`src/hdl/led_light_profile_generator_macros.svh`:
```
// assertion helpers shared by the light profile generator
`ifndef LED_LIGHT_PROFILE_GENERATOR_MACROS_SVH
`define LED_LIGHT_PROFILE_GENERATOR_MACROS_SVH

// consequent must hold in the same cycle as the antecedent
`define LLPG_ASSERT_SAME(label, ck, rn, ante, cons, msg) \
    label: assert property (@(posedge ck) disable iff (!rn) (ante) |-> (cons)) \
        else $error(msg);

// consequent must hold in the cycle after the antecedent
`define LLPG_ASSERT_NEXT(label, ck, rn, ante, cons, msg) \
    label: assert property (@(posedge ck) disable iff (!rn) (ante) |=> (cons)) \
        else $error(msg);

`endif

```
`src/hdl/llpg_pkg.sv`:
```
package llpg_pkg;

    // mode codes
    localparam logic [2:0] FUNC_NIGHT   = 3'd0;
    localparam logic [2:0] FUNC_DAY     = 3'd1;
    localparam logic [2:0] FUNC_SUNRISE = 3'd2;
    localparam logic [2:0] FUNC_SUNSET  = 3'd3;
    localparam logic [2:0] FUNC_ALL_ON  = 3'd4;
    localparam logic [2:0] FUNC_ALL_OFF = 3'd5;

    // register indexes (byte address is 4 * index)
    localparam logic [2:0] REG_RED_MAX    = 3'd0;
    localparam logic [2:0] REG_GREEN_MAX  = 3'd1;
    localparam logic [2:0] REG_BLUE_MAX   = 3'd2;
    localparam logic [2:0] REG_WHITE_MAX  = 3'd3;
    localparam logic [2:0] REG_NIGHT_PEAK = 3'd4;

    localparam int ADDR_W = 5;
    localparam int LANES = 7;
    localparam int RAMP_LANES = 6;
    localparam logic [7:0] LEVEL_FULL = 8'hFF;
    localparam logic [11:0] BRIGHT_FULL = 12'hFFF;

    // night bumps
    localparam int NIGHT_STEP = 42;
    localparam int NIGHT_SPAN = 1764;
    localparam int NIGHT_FADE = 10;
    // day parabola
    localparam int DAY_CENTER = 125;
    localparam int DAY_SPAN = 15625;
    // sunrise / sunset ramps
    localparam int RAMP_STEP = 42;
    localparam int RAMP_END = 255;

    // exact division by constants: q = (n * ceil(2^s / d)) >> s, s = n_bits + ceil(log2 d)
    localparam longint unsigned NightDen = 64'd17640;
    localparam int NIGHT_SHIFT = 38;
    localparam logic [23:0] NIGHT_RECIP =
        24'(((64'd1 << NIGHT_SHIFT) + NightDen - 64'd1) / NightDen);

    localparam longint unsigned DayDen = 64'd15625;
    localparam int DAY_SHIFT = 40;
    localparam logic [26:0] DAY_RECIP =
        27'(((64'd1 << DAY_SHIFT) + DayDen - 64'd1) / DayDen);

    localparam longint unsigned RedDen = 64'd100;
    localparam int RED_SHIFT = 23;
    localparam logic [16:0] RED_RECIP =
        17'(((64'd1 << RED_SHIFT) + RedDen - 64'd1) / RedDen);

    localparam longint unsigned BlueDen = 64'd35000;
    localparam int BLUE_SHIFT = 40;
    localparam logic [24:0] BLUE_RECIP =
        25'(((64'd1 << BLUE_SHIFT) + BlueDen - 64'd1) / BlueDen);

    localparam longint unsigned WhiteDen = 64'd255;
    localparam int WHITE_SHIFT = 24;
    localparam logic [16:0] WHITE_RECIP =
        17'(((64'd1 << WHITE_SHIFT) + WhiteDen - 64'd1) / WhiteDen);

    localparam longint unsigned RampDen = 64'd42;
    localparam int RAMP_SHIFT = 24;
    localparam logic [18:0] RAMP_RECIP =
        19'(((64'd1 << RAMP_SHIFT) + RampDen - 64'd1) / RampDen);

    typedef struct packed {
        logic [2:0] func;
        logic [7:0] phase;
    } llpg_cmd_t;

    typedef struct packed {
        logic [7:0]  red_level;
        logic [7:0]  green_level;
        logic [7:0]  blue_level;
        logic [7:0]  white_level;
        logic [11:0] bright_zero;
        logic [11:0] bright_one;
        logic [11:0] bright_two;
        logic [11:0] bright_three;
        logic [11:0] bright_four;
        logic [11:0] bright_five;
        logic [11:0] bright_six;
    } llpg_res_t;

    // per-stage load enables
    typedef struct packed {
        logic s1;
        logic s2;
        logic s3;
    } llpg_adv_t;

    typedef logic [LANES-1:0][11:0] llpg_bright_vec_t;
    typedef logic [RAMP_LANES-1:0][11:0] llpg_ramp_vec_t;

endpackage

```
`src/hdl/llpg_dusk.sv`:
```
module llpg_dusk (
    input  logic                     clk,
    input  llpg_pkg::llpg_adv_t      adv,
    input  logic [2:0]               func,
    input  logic [7:0]               phase,
    output logic [9:0]               red_q,
    output logic [7:0]               green_q,
    output logic [8:0]               blue_q,
    output logic [7:0]               white_q,
    output llpg_pkg::llpg_ramp_vec_t ramp
);
    import llpg_pkg::*;

    logic [7:0]                  t;
    logic [7:0]                  u;
    logic [RAMP_LANES-1:0][5:0]  vc_next;
    logic [7:0]                  u_reg;
    logic [15:0]                 u2_reg;
    logic [RAMP_LANES-1:0][5:0]  vc_reg;
    logic [15:0]                 rn_reg;
    logic [7:0]                  gn_reg;
    logic [23:0]                 bn_reg;
    logic [15:0]                 wn_reg;
    logic [RAMP_LANES-1:0][17:0] ln_reg;
    logic [32:0]                 red_wide;
    logic [48:0]                 blue_wide;
    logic [32:0]                 white_wide;
    logic [RAMP_LANES-1:0][36:0] ramp_wide;
    logic [9:0]                  red_reg;
    logic [7:0]                  green_reg;
    logic [8:0]                  blue_reg;
    logic [7:0]                  white_reg;
    logic [RAMP_LANES-1:0][11:0] ramp_reg;

    // stage 1: sunrise mirrors the phase
    assign t = (func == FUNC_SUNRISE) ? ~phase : phase;
    assign u = ~t;

    // stage 1: ramp position per cluster, clamped to 0..42
    always_comb
    begin
        logic [9:0]        ofs;
        logic signed [9:0] v;
        ofs = '0;
        v = '0;
        for (int i = 0; i < RAMP_LANES; i++)
        begin
            ofs = (i == RAMP_LANES - 1) ? 10'(RAMP_END) : 10'(RAMP_STEP * (i + 1));
            v = $signed(ofs) - $signed({2'b00, t});
            if (v[9] || v == '0)
                vc_next[i] = '0;
            else if (v >= $signed(10'(RAMP_STEP)))
                vc_next[i] = 6'(RAMP_STEP);
            else
                vc_next[i] = v[5:0];
        end
    end

    always_ff @(posedge clk)
    begin
        if (adv.s1)
        begin
            u_reg <= u;
            u2_reg <= 16'(u) * 16'(u);
            vc_reg <= vc_next;
        end
    end

    // stage 2: numerators of the colour curves and ramps
    always_ff @(posedge clk)
    begin
        if (adv.s2)
        begin
            rn_reg <= 16'(u_reg) * 16'(LEVEL_FULL);
            gn_reg <= u_reg;
            bn_reg <= 24'(u2_reg) * 24'(LEVEL_FULL);
            wn_reg <= u2_reg;
            for (int i = 0; i < RAMP_LANES; i++)
                ln_reg[i] <= 18'(vc_reg[i]) * 18'(BRIGHT_FULL);
        end
    end

    // stage 3: constant divides through reciprocal multiplies
    assign red_wide = 33'(rn_reg) * 33'(RED_RECIP);
    assign blue_wide = 49'(bn_reg) * 49'(BLUE_RECIP);
    assign white_wide = 33'(wn_reg) * 33'(WHITE_RECIP);

    always_comb
    begin
        for (int i = 0; i < RAMP_LANES; i++)
            ramp_wide[i] = 37'(ln_reg[i]) * 37'(RAMP_RECIP);
    end

    always_ff @(posedge clk)
    begin
        if (adv.s3)
        begin
            red_reg <= red_wide[RED_SHIFT +: 10];
            green_reg <= gn_reg;
            blue_reg <= blue_wide[BLUE_SHIFT +: 9];
            white_reg <= white_wide[WHITE_SHIFT +: 8];
            for (int i = 0; i < RAMP_LANES; i++)
                ramp_reg[i] <= ramp_wide[i][RAMP_SHIFT +: 12];
        end
    end

    assign red_q = red_reg;
    assign green_q = green_reg;
    assign blue_q = blue_reg;
    assign white_q = white_reg;
    assign ramp = ramp_reg;

endmodule

```
`config.mk`:
```
export PLATFORM = sky130hd
export DESIGN_NAME = llpg_dusk
export DESIGN_NICKNAME = d
export VERILOG_FILES = /design/src/hdl/led_light_profile_generator_macros.svh /design/src/hdl/llpg_pkg.sv /design/src/hdl/llpg_dusk.sv
export SDC_FILE = /design/constraint.sdc
export NUM_CORES = 2
export LEC_CHECK = 0
export ABC_CLOCK_PERIOD_IN_PS = 7100
export BUFFER_PORTS_ARGS = -buffer_cell sky130_fd_sc_hd__buf_2
export CELL_PAD_IN_SITES_DETAIL_PLACEMENT = 1
export CELL_PAD_IN_SITES_GLOBAL_PLACEMENT = 1
export CORE_MARGIN = 1
export CORE_UTILIZATION = 40
export DETAILED_ROUTE_END_ITERATION = 10
export PLACE_DENSITY = 0.77
export SYNTH_ARGS = -nofsm -noshare
export SYNTH_HDL_FRONTEND = slang
export SYNTH_SLANG_ARGS = --single-unit
```
`constraint.sdc`:
```
create_clock -name clk -period 7.1 [get_ports clk]
set_clock_uncertainty 0.05 [all_clocks]
set_input_delay 1.42 -clock clk [delete_from_list [all_inputs] [get_ports clk]]
set_output_delay 1.42 -clock clk [all_outputs]
set_load 0.01 [all_outputs]
```
==> qor.txt <==
outcome: complete, but fails checks
failing checks: setup timing
vias: 39300
Post-Syn Instances: 5489
max reg flops: 108
synthesized flop and latch total: 332
Starting Density: 0.405
Post-Route WL: 147000 um
DP Worst Slack: -0.234 ns
CP Launch Type: flip-flop
critical path required time: 7.43 ns
Async SR Flop Fraction: 0
clk slew on worst S/H paths: 0.06 ns
# clock sinks: 332
Die Ht: 395 um
global-route wire length before repair: 243000 um
clock insertion delay at the later pin of the skew report: 0.63 ns
clk buf depth: 3
EDFF count, synth: 332
CTS tree: built
H-Tree Depth: 2
Hold Buf Count CTS: 0
# setup viols final: 2
layout overhead on the synthesized area: 8.94%
Overall Global Routing Usage: 0.195
Ports: 122
Via density: 5.04
Core Rows: 143
Final ANT Viol Nets: 0
pins over their slew limit: 0
GP Congestion: 0.900
Max Fclk: 140 MHz
met3 usage: 0.0164
Crit. End Element: flip-flop
reg2reg end: blue_q[8]
CTS Buf Count: 46
GRT Max-Usage Layer: met2
Yosys cell types: 88
CP Class: flip-flop to flip-flop
most frequent CP cell: fa_1
final hold slack: 0.372 ns
Critical Path Slowest Stage Cell: fa_1
initial antenna violation count: 10
Hold Startpoint: gn_reg[6]
Max stage delay on crit path: 0.53 ns
1st-iter DRT viols: 1253
Ys Warns: 0
Hold Crit Class: flip-flop to flip-flop
largest net degree at the start of global routing: 90
reg-to-reg slack, setup: -0.06 ns
DRC: 0
WL per Instance: 18.8 um
core box area: 153000 um^2
measured slew at the worst slew-check pin: 0.883 ns
maximum capacitance violations: 0
RSZ-0062 raised after global routing: yes
setup ws final: -0.0576 ns
fin cells: 7795
ys flop type: edfxtp_1
final worst path period share: 1.01
Final Hold Fails: 0
worst path arrival time: 7.49 ns
fin nets: 8228
total negative slack: -0.0875 ns
PortBufs: 121
worst reg2reg path depth: 26
sequential share of the synthesized area: 0.161
Worst slew margin: 0.411
GRT met1 Usage: 0.249
Hold EP: green_q[6]
GRT overflow: 0
post-DP HPWL: 129000 um
GR Layer Usage met2: 0.354
vias in the first global route: 46000
die footprint: 156000 um^2
fill count: 16600
Synth Cell Area: 61800 um^2
Worst Path Max Fanout: 3
layout cells sized above 1: 0.0614
syn_area_per_cell: 11.3 um^2
clock root buffer: clkbuf_16
fin crit period: 7.16 ns
placed cells: 7695
Die X: 395 um
hold path depth: 0
reg2reg start: bn_reg[6]
DR pass1 iterations: 5
## what timing repair did
item | 4_1_cts | 5_1_grt
endpoints found under the setup margin | 4 | 7
resized for setup | 10 | 21
buffers inserted | 8 | 6
pin swaps | 13 | 17
## area by class of cell
cell class | instances | area [um^2] | area share
diodes | 3 | 7.51 | 0.000112
flip-flops and latches | 332 | 9970 | 0.148
repair buffers | 215 | 1350 | 0.0201
inverters | 1320 | 4950 | 0.0736
clock inverters | 33 | 382 | 0.00567
clock buffers | 52 | 1240 | 0.0184
well taps | 2030 | 2540 | 0.0377
multi-input cells | 3810 | 46900 | 0.696
## per-stage QoR
stage           util  cell area [um^2]
2_1_floorplan      -             61800
3_3_place_gp   0.429             65400
3_5_place_dp   0.429             65400
4_1_cts        0.440             67200
5_1_grt        0.441             67300
6_report       0.441             67300
## Yosys cell counts, types with 6 or more instances
cell type | count | area [um^2]
a211oi_1 | 18 | 135
a21o_1 | 76 | 571
a21oi_1 | 183 | 916
a31oi_1 | 15 | 93.8
a41oi_1 | 6 | 52.6
and2_1 | 17 | 106
and3_1 | 17 | 106
and4_1 | 11 | 96.3
buf_2 | 10 | 50.1
clkbuf_1 | 15 | 56.3
edfxtp_1 | 332 | 9970
fa_1 | 948 | 19000
ha_1 | 1540 | 19300
inv_1 | 1316 | 4940
mux2i_1 | 7 | 70.1
nand2_1 | 105 | 394
nand2b_1 | 23 | 144
nand3_1 | 48 | 240
nand4_1 | 26 | 163
nor2_1 | 135 | 507
nor2b_1 | 18 | 113
nor3_1 | 41 | 205
nor4_1 | 8 | 50.1
o211ai_1 | 13 | 97.6
o21a_1 | 26 | 195
o21ai_0 | 100 | 500
o21bai_1 | 45 | 338
o22ai_1 | 7 | 43.8
o31a_1 | 6 | 52.6
or3_1 | 10 | 62.6
xnor2_1 | 186 | 1630
xor2_1 | 57 | 499
## worst max-delay path by stage
stage | end | depth (start not counted) | from | slack [ns]
floorplan | blue_q[8] | 22 | rn_reg[0] | 0.15
global placement | blue_q[8] | 24 | bn_reg[6] | -0.07
detailed placement | blue_q[8] | 25 | bn_reg[6] | -0.23
CTS | blue_q[8] | 25 | bn_reg[6] | -0.17
global route | blue_q[8] | 26 | bn_reg[6] | -0.24
finish | blue_q[8] | 26 | bn_reg[6] | -0.06
## metal layers
layer	vias to the layer above	share of wire
li1	18500	-
met1	20200	0.44
met2	420	0.51
met3	177	0.023
met4	2	0.023
met5	-	0.000048
## cell families (layout without fill, tap and decap cells)
| logic type | after synthesis | after routing | share of synthesized area |
|---|---|---|---|
| xor+xnor | 248 | 248 | 0.0361 |
| buf+inv | 1352 | 1620 | 0.0826 |
| mux | 7 | 7 | 0.00113 |
| flops | 332 | 332 | 0.161 |
| simple gates | 483 | 483 | 0.0385 |
| other cells | 2 | 10 | 0.000122 |
| fa+ha+maj | 2488 | 2488 | 0.619 |
| compound gates | 577 | 577 | 0.0611 |
## worst max-delay path: cells and delay by family (launching register included)
kind            cells  cell delay [ns]
flops               1             0.47
xor+xnor            1             0.09
simple gates        1             0.07
fa+ha+maj           8             3.75
buf+inv             8             0.93
compound gates      8             1.53
## cells in the final DEF (no fill, tap or decap), drive strengths merged, types with 9 or more instances in the layout
master / Yosys / layout
a211oi: 18 / 18
a21o: 76 / 76
a21oi: 183 / 183
a31oi: 18 / 18
and2: 17 / 17
and3: 17 / 17
and4: 11 / 11
buf: 17 / 215
clkbuf: 15 / 52
clkinv: 1 / 18
edfxtp: 332 / 332
fa: 948 / 948
ha: 1540 / 1540
inv: 1319 / 1325
nand2: 106 / 106
nand2b: 23 / 23
nand3: 48 / 48
nand4: 26 / 26
nor2: 135 / 135
nor2b: 18 / 18
nor3: 41 / 41
nor4: 9 / 9
o211ai: 14 / 14
o21a: 26 / 26
o21ai: 108 / 108
o21bai: 45 / 45
or3: 10 / 10
xnor2: 191 / 191
xor2: 57 / 57
Power is not shown: default switching activity piles up to over one toggle a cycle in this logic, so the estimate is an artifact.
