<file path="src/hdl/led_light_profile_generator_macros.svh">
// assertion helpers shared by the light profile generator
`ifndef LED_LIGHT_PROFILE_GENERATOR_MACROS_SVH
`define LED_LIGHT_PROFILE_GENERATOR_MACROS_SVH

// consequent must hold in the same cycle as the antecedent
`define LLPG_ASSERT_SAME(label, ck, rn, ante, cons, msg) \
    label: assert property (@(posedge ck) disable iff (!rn) (ante) |-> (cons)) \
        else $error(msg);

// consequent must hold in the cycle after the antecedent
`define LLPG_ASSERT_NEXT(label, ck, rn, ante, cons, msg) \
    label: assert property (@(posedge ck) disable iff (!rn) (ante) |=> (cons)) \
        else $error(msg);

`endif

</file>
<file path="src/hdl/llpg_pkg.sv">
package llpg_pkg;

    // mode codes
    localparam logic [2:0] FUNC_NIGHT   = 3'd0;
    localparam logic [2:0] FUNC_DAY     = 3'd1;
    localparam logic [2:0] FUNC_SUNRISE = 3'd2;
    localparam logic [2:0] FUNC_SUNSET  = 3'd3;
    localparam logic [2:0] FUNC_ALL_ON  = 3'd4;
    localparam logic [2:0] FUNC_ALL_OFF = 3'd5;

    // register indexes (byte address is 4 * index)
    localparam logic [2:0] REG_RED_MAX    = 3'd0;
    localparam logic [2:0] REG_GREEN_MAX  = 3'd1;
    localparam logic [2:0] REG_BLUE_MAX   = 3'd2;
    localparam logic [2:0] REG_WHITE_MAX  = 3'd3;
    localparam logic [2:0] REG_NIGHT_PEAK = 3'd4;

    localparam int ADDR_W = 5;
    localparam int LANES = 7;
    localparam int RAMP_LANES = 6;
    localparam logic [7:0] LEVEL_FULL = 8'hFF;
    localparam logic [11:0] BRIGHT_FULL = 12'hFFF;

    // night bumps
    localparam int NIGHT_STEP = 42;
    localparam int NIGHT_SPAN = 1764;
    localparam int NIGHT_FADE = 10;
    // day parabola
    localparam int DAY_CENTER = 125;
    localparam int DAY_SPAN = 15625;
    // sunrise / sunset ramps
    localparam int RAMP_STEP = 42;
    localparam int RAMP_END = 255;

    // exact division by constants: q = (n * ceil(2^s / d)) >> s, s = n_bits + ceil(log2 d)
    localparam longint unsigned NightDen = 64'd17640;
    localparam int NIGHT_SHIFT = 38;
    localparam logic [23:0] NIGHT_RECIP =
        24'(((64'd1 << NIGHT_SHIFT) + NightDen - 64'd1) / NightDen);

    localparam longint unsigned DayDen = 64'd15625;
    localparam int DAY_SHIFT = 40;
    localparam logic [26:0] DAY_RECIP =
        27'(((64'd1 << DAY_SHIFT) + DayDen - 64'd1) / DayDen);

    localparam longint unsigned RedDen = 64'd100;
    localparam int RED_SHIFT = 23;
    localparam logic [16:0] RED_RECIP =
        17'(((64'd1 << RED_SHIFT) + RedDen - 64'd1) / RedDen);

    localparam longint unsigned BlueDen = 64'd35000;
    localparam int BLUE_SHIFT = 40;
    localparam logic [24:0] BLUE_RECIP =
        25'(((64'd1 << BLUE_SHIFT) + BlueDen - 64'd1) / BlueDen);

    localparam longint unsigned WhiteDen = 64'd255;
    localparam int WHITE_SHIFT = 24;
    localparam logic [16:0] WHITE_RECIP =
        17'(((64'd1 << WHITE_SHIFT) + WhiteDen - 64'd1) / WhiteDen);

    localparam longint unsigned RampDen = 64'd42;
    localparam int RAMP_SHIFT = 24;
    localparam logic [18:0] RAMP_RECIP =
        19'(((64'd1 << RAMP_SHIFT) + RampDen - 64'd1) / RampDen);

    typedef struct packed {
        logic [2:0] func;
        logic [7:0] phase;
    } llpg_cmd_t;

    typedef struct packed {
        logic [7:0]  red_level;
        logic [7:0]  green_level;
        logic [7:0]  blue_level;
        logic [7:0]  white_level;
        logic [11:0] bright_zero;
        logic [11:0] bright_one;
        logic [11:0] bright_two;
        logic [11:0] bright_three;
        logic [11:0] bright_four;
        logic [11:0] bright_five;
        logic [11:0] bright_six;
    } llpg_res_t;

    // per-stage load enables
    typedef struct packed {
        logic s1;
        logic s2;
        logic s3;
    } llpg_adv_t;

    typedef logic [LANES-1:0][11:0] llpg_bright_vec_t;
    typedef logic [RAMP_LANES-1:0][11:0] llpg_ramp_vec_t;

endpackage

</file>
<file path="src/hdl/llpg_day.sv">
module llpg_day (
    input  logic                clk,
    input  llpg_pkg::llpg_adv_t adv,
    input  logic [7:0]          phase,
    output logic [11:0]         bright
);
    import llpg_pkg::*;

    logic signed [8:0] diff;
    logic [7:0]        mag;
    logic [15:0]       sq;
    logic [13:0]       x_next;
    logic [13:0]       x_reg;
    logic [25:0]       n_reg;
    logic [52:0]       wide;
    logic [11:0]       bright_reg;

    // stage 1: 15625 - (p - 125)^2, zero outside the parabola
    always_comb
    begin
        diff = $signed({1'b0, phase}) - $signed(9'(DAY_CENTER));
        mag = diff[8] ? 8'(-diff) : diff[7:0];
        sq = 16'(mag) * 16'(mag);
        x_next = (mag < 8'(DAY_CENTER)) ? 14'(16'(DAY_SPAN) - sq) : '0;
    end

    always_ff @(posedge clk)
    begin
        if (adv.s1)
            x_reg <= x_next;
    end

    // stage 2: scale to full brightness
    always_ff @(posedge clk)
    begin
        if (adv.s2)
            n_reg <= 26'(x_reg) * 26'(BRIGHT_FULL);
    end

    // stage 3: divide by 15625
    assign wide = 53'(n_reg) * 53'(DAY_RECIP);

    always_ff @(posedge clk)
    begin
        if (adv.s3)
            bright_reg <= wide[DAY_SHIFT +: 12];
    end

    assign bright = bright_reg;

endmodule

</file>
<file path="config.mk">
export PLATFORM = sky130hd
export DESIGN_NAME = llpg_day
export DESIGN_NICKNAME = d
export VERILOG_FILES = /design/src/hdl/led_light_profile_generator_macros.svh /design/src/hdl/llpg_pkg.sv /design/src/hdl/llpg_day.sv
export SDC_FILE = /design/constraint.sdc
export NUM_CORES = 1
export LEC_CHECK = 0
export ABC_AREA = 1
export BUFFER_PORTS_ARGS = -buffer_cell sky130_fd_sc_hd__buf_4
export CAP_MARGIN = 20
export CORE_UTILIZATION = 41
export CTS_CLUSTER_SIZE = 16
export DETAILED_ROUTE_END_ITERATION = 10
export GPL_TIMING_DRIVEN = 0
export PLACE_DENSITY = 0.62
export SLEW_MARGIN = 10
export SYNTH_ARGS = -nofsm -noshare
export SYNTH_HDL_FRONTEND = slang
export SYNTH_SLANG_ARGS = --single-unit
</file>
<file path="constraint.sdc">
create_clock -name clk -period 5.8 [get_ports clk]
set_input_delay 1.16 -clock clk [delete_from_list [all_inputs] [get_ports clk]]
set_output_delay 1.16 -clock clk [all_outputs]
set_load 0.01 [all_outputs]
</file>
==> results of run 1 <==
==> worst max-delay path: stages (launching register included) <==
cell      delay [ns]
edfxtp_1        0.55
fa_2            0.68
inv_2           0.07
fa_1            0.49
inv_2           0.04
fa_2            0.42
fa_2            0.60
fa_2            0.45
fa_1            0.50
inv_1           0.05
fa_1            0.50
inv_2           0.07
ha_4            0.22
a21o_1          0.22
a31oi_1         0.17
inv_1           0.12
a21oi_4         0.18
nor2_1          0.06
o21ai_1         0.15
nand3_1         0.10
nand2_1         0.08
nand2_2         0.07
==> layer usage <==
layer  wire length [um]  part of all wire [%]
met2              24300                    49
met5                  0                     0
met1              21400                    43
met3               2230                   4.5
met4               1560                   3.1
==> what timing repair did <==
| action | 4_1_cts | 5_1_grt |
|---|---|---|
| pin swaps | 88 | 108 |
| setup buffers | 80 | 47 |
| setup endpoints to repair | 18 | 19 |
| resized for setup | 214 | 172 |
==> area by class of cell <==
| cell class | instances | area, um2 | share of cell area [%] |
|---|---|---|---|
| clock inverter | 3 | 48.8 | 0.218 |
| buffer | 1 | 11.3 | 0.0504 |
| sequential | 50 | 1500 | 6.72 |
| inverter | 648 | 2480 | 11.1 |
| clock buffer | 5 | 125 | 0.560 |
| timing repair buffer | 149 | 1250 | 5.58 |
| tap | 600 | 751 | 3.36 |
| multi-input combinational | 1397 | 16200 | 72.4 |
==> stage by stage <==
| step | TNS (ns) | utilization [%] | std cells | instance area, um2 | setup slack, ns |
|---|---|---|---|---|---|
| 2_1_floorplan | 0 | - | 2097 | 18900 | 0.00886 |
| 3_3_place_gp | -10.92 | 43.7 | 2719 | 19800 | -0.840 |
| 3_5_place_dp | -11.36 | 43.7 | 2719 | 19800 | -0.837 |
| 4_1_cts | -1.55 | 47.2 | 2806 | 21400 | -0.237 |
| 5_1_grt | -4.61 | 49.4 | 2853 | 22400 | -0.383 |
| 6_report | -1.60 | 49.4 | 2853 | 22400 | -0.251 |
==> worst paths after layout <==
check,endpoint,slack (ns),start,cells after the start
max,bright[9],-0.25,n_reg[11],21
min,n_reg[1],0.79,x_reg[0],0
max reg2reg,bright[9],-0.25,n_reg[11],21
min reg2reg,n_reg[1],0.79,x_reg[0],0
==> synthesized netlist by cell type (5+ instances only) <==
library cell	number	area, um2
nor3_1	15	75.1
nor2_1	128	480
ha_1	354	4430
edfxtp_1	50	1500
o211ai_1	6	45.0
a21oi_1	88	440
nand3_1	50	250
or2_2	10	62.6
a31oi_1	9	56.3
nand2_1	200	751
nand2_2	10	62.6
nand2_4	5	56.3
nand4_1	13	81.3
o21bai_1	13	97.6
xnor2_1	13	114
a21o_1	9	67.6
inv_1	644	2420
o21ai_0	55	275
xor2_1	34	298
fa_1	339	6790
==> cells by family (layout without fill, tap and decap cells) <==
| family | Yosys count | after routing | synth area share, % |
|---|---|---|---|
| DFF | 50 | 50 | 7.98 |
| and+or+nand+nor | 446 | 446 | 10.4 |
| adders and majority gates | 693 | 693 | 59.6 |
| buffers and inverters | 650 | 806 | 13.1 |
| AOI/OAI and AO/OA | 203 | 203 | 6.28 |
| xor gates and xnor gates | 51 | 51 | 2.65 |
| other | 2 | 4 | 0.0399 |
==> results.cfg, run 1 <==
[final_layout]
antenna_cells = 0
drive_gt1_share_pct = 20.6
area_delta_synth_final_pct = 18.8
fin_nets = 2957
final_cell_mix = inv_1 (587), ha_1 (321), fa_1 (317)
nFillCells = 4248
largest_register_ffs = 25
final_common_cell = inv_1

[grt]
busiest_layer = met2
grt_pass1_vias = 15279
grt_start_max_net_pins = 26
grt_util_all_layers_pct = 21.8
grt-ovfl-total = 0
antenna_found_initial = 0
met3_usage_pct = 2.72
grt_use_met1_pct = 28.4
grt_pass1_wl_um = 79500
use_met2_pct = 38.0

[clocking]
cts.sinks = 50
insertion_delay_ns = 0.30
ctsLongestPathBuffers = 2
cts_buffers = 5
root_buffer = clkbuf_16
tritoncts = yes
clk_pin_slew_ns = 0.07
htree_num_levels = 2
postCtsHoldBufs = 0

[timing]
clock.fmax_mhz = 165
finalHoldViolCount = 0
skew_ns = 0.00505
worst_slack_ns = -0.251
setup_viol = 13
worstMarginPinSlew_ns = 0.590
maxSlewViolCount = 0
hold_slack_ns = 0.788
relSlewSlack_pct = 60.1
grt_setup_unrepaired = true
period_share_pct = 104
fin_crit_ns = 6.05

[worst_setup_path]
path_class = reg2reg
setup.worst_path.end_class = flip-flop
worst_ep_required_time_ns = 5.84
cp_max_fo = 3
crit_arrival_ns = 6.09
cp-start-kind = flip-flop

[place]
port_buffers = 22
gp_congestion = 0.937
place_hpwl_um = 40900

[synthesis]
syn_inst = 2095
yosys_warnings = 0
ys_types = 45
synth_edf_count = 50
yosysSeqAreaShare_pct = 7.98
async_flop_share_pct = 0
syn-cell-area_mm2 = 0.0188
avgSynthCellArea_um2 = 8.98
synth_ff_type = edfxtp_1
yosys_register_bits = 50

[drt]
via_per_inst = 4.91
first_pass_iters = 7
ant_nets = 0
vias = 14016
drc = 0
wl_um = 49500
wire_per_inst_um = 17.4
drt_iter0_drc = 583

[floorplan]
initial_core_util_pct = 41.6
rows = 78
core_area_mm2 = 0.0453
io_pins = 24
dieArea_mm2 = 0.0468
die_h_um = 216
dieWidth_um = 216

[min_path]
hp-class = reg2reg

[flow_run]
max_cap_violations = 0

[status]
outcome = finished, violations left
failed_checks = setup timing
Power of run 1 is not shown: default switching activity piles up to over one toggle a cycle in this logic, so the estimate is an artifact.
==> run 2: changes to the inputs <==
--- a/config.mk
+++ b/config.mk
@@ -8,6 +8,7 @@
 export ABC_AREA = 1
 export BUFFER_PORTS_ARGS = -buffer_cell sky130_fd_sc_hd__buf_4
 export CAP_MARGIN = 20
+export CORE_ASPECT_RATIO = 0.9
 export CORE_UTILIZATION = 41
 export CTS_CLUSTER_SIZE = 16
 export DETAILED_ROUTE_END_ITERATION = 10
==> results.cfg, run 2 (synthesis gave the netlist of run 1 again) <==
[min_path]
holdCritStartpoint = x_reg[0]
hp-class = reg2reg

[clocking]
root_buffer = clkbuf_16
insertion_delay_ns = 0.32
postCtsHoldBufs = 0
cts_buffers = 5
clk_pin_slew_ns = 0.08
cts.sinks = 50
htree_num_levels = 2
ctsLongestPathBuffers = 2
tritoncts = yes

[flow_run]
max_cap_violations = 0

[drt]
via_per_inst = 4.88
vias = 13971
wire_per_inst_um = 16.9
drt_iter0_drc = 745
drc = 0
ant_nets = 0
first_pass_iters = 5
wl_um = 48500

[timing]
relSlewSlack_pct = 56.5
maxSlewViolCount = 0
skew_ns = 0.00785
clock.fmax_mhz = 168
finalHoldViolCount = 0
worst_slack_ns = -0.162
worstMarginPinSlew_ns = 0.646
fin_crit_ns = 5.96
setup_viol = 12
grt_setup_unrepaired = true
period_share_pct = 103

[grt]
grt_pass1_wl_um = 78800
grt-ovfl-total = 0
grt_start_max_net_pins = 26
grt_pass1_vias = 15163
antenna_found_initial = 0
grt_util_all_layers_pct = 21.7

[final_layout]
final_cell_mix = inv_1 (604), ha_1 (321), fa_1 (314)
drive_gt1_share_pct = 18.7
final_common_cell = inv_1
largest_register_ffs = 25
antenna_cells = 0
fin_nets = 2958
area_delta_synth_final_pct = 17.4

[worst_setup_path]
critPathMaxStageDelay_ns = 0.59
r2r-start = n_reg[7]
crit_start = n_reg[7]
cp_top_family = adder cells
cp-start-kind = flip-flop
critPathSlowestCell = fa_2
cp_max_fo = 4
crit_arrival_ns = 6.03
path_class = reg2reg
setup.worst_path.end_class = flip-flop
crit_path_cell_trace = fa_2 > inv_2 > fa_2 > fa_1 > inv_2 > fa_1 > inv_2 > fa_1 > inv_1 > fa_1 > inv_1 > fa_1 > inv_2 > ha_4 > nand2_4 > nor2_4 > inv_2 > nor2_2 > inv_1 > nor4_2 > o211ai_1 > nand3_1 > xor2_1
worst_ep_required_time_ns = 5.87
crit_buf_inv = 8

[floorplan]
dieWidth_um = 228
dieArea_mm2 = 0.0468
core_area_mm2 = 0.0454
die_h_um = 205
rows = 74
initial_core_util_pct = 41.5
io_pins = 24

[place]
place_hpwl_um = 41000
gp_congestion = 0.957
dp_slack_ns = -0.827
port_buffers = 22

[status]
failed_checks = setup timing
outcome = finished, violations left
[run 2: path summary, 6_finish.rpt]
path / slack (ns) / cells past startpoint / endpoint
setup / recovery: -0.16 / 23 / bright[1]
hold / removal: 0.83 / 0 / n_reg[1]
setup reg to reg: -0.16 / 23 / bright[1]
hold reg to reg: 0.83 / 0 / n_reg[1]
[run 2: per-layer routing]
layer  part of all wire (%)  GRT usage (%)
met4                    1.7           4.32
met5                      0              0
met2                     46           36.0
met1                     46           30.2
met3                    5.7           2.95
[run 2: layout make-up]
cell class,instances,area [um2]
Sequential cell,50,1500
Clock buffer,5,125
Inverter,648,2460
Tap cell,608,761
Fill cell,4277,23300
Buffer,2,26.3
Multi-Input combinational cell,1397,16000
Clock inverter,3,48.8
Timing Repair Buffer,149,1180
[run 2: worst register-to-register path, stage by stage (launching register included)]
cell and delay [ns]:
edfxtp_1 0.54, fa_2 0.60, inv_2 0.05, fa_2 0.46
fa_1 0.54, inv_2 0.05, fa_1 0.53, inv_2 0.05
fa_1 0.54, inv_1 0.05, fa_1 0.47, inv_1 0.05
fa_1 0.51, inv_2 0.05, ha_4 0.31, nand2_4 0.08
nor2_4 0.10, inv_2 0.05, nor2_2 0.11, inv_1 0.08
nor4_2 0.13, o211ai_1 0.15, nand3_1 0.14, xor2_1 0.09
[run 2: timing repair]
action,in CTS,in global routing
resized for setup,172,127
setup endpoints to repair,15,19
pin swaps,68,95
buffers inserted,91,36
gates cloned,0,0
[run 2: metrics by stage]
stage / util [%] / area (um2) / hold slack [ns] / TNS, ns / cells
finish: 48.7 / 22100 / 0.827 / -0.889 / 2862
global route: 48.7 / 22100 / 0.862 / -3.72 / 2862
global placement: 43.6 / 19800 / 0.799 / -9.66 / 2727
CTS: 47.0 / 21300 / 0.836 / -0.841 / 2826
detailed placement: 43.6 / 19800 / 0.812 / -10.31 / 2727
floorplan: - / 18900 / 0.576 / 0 / 2097
Power of run 2 is left out for the same reason.
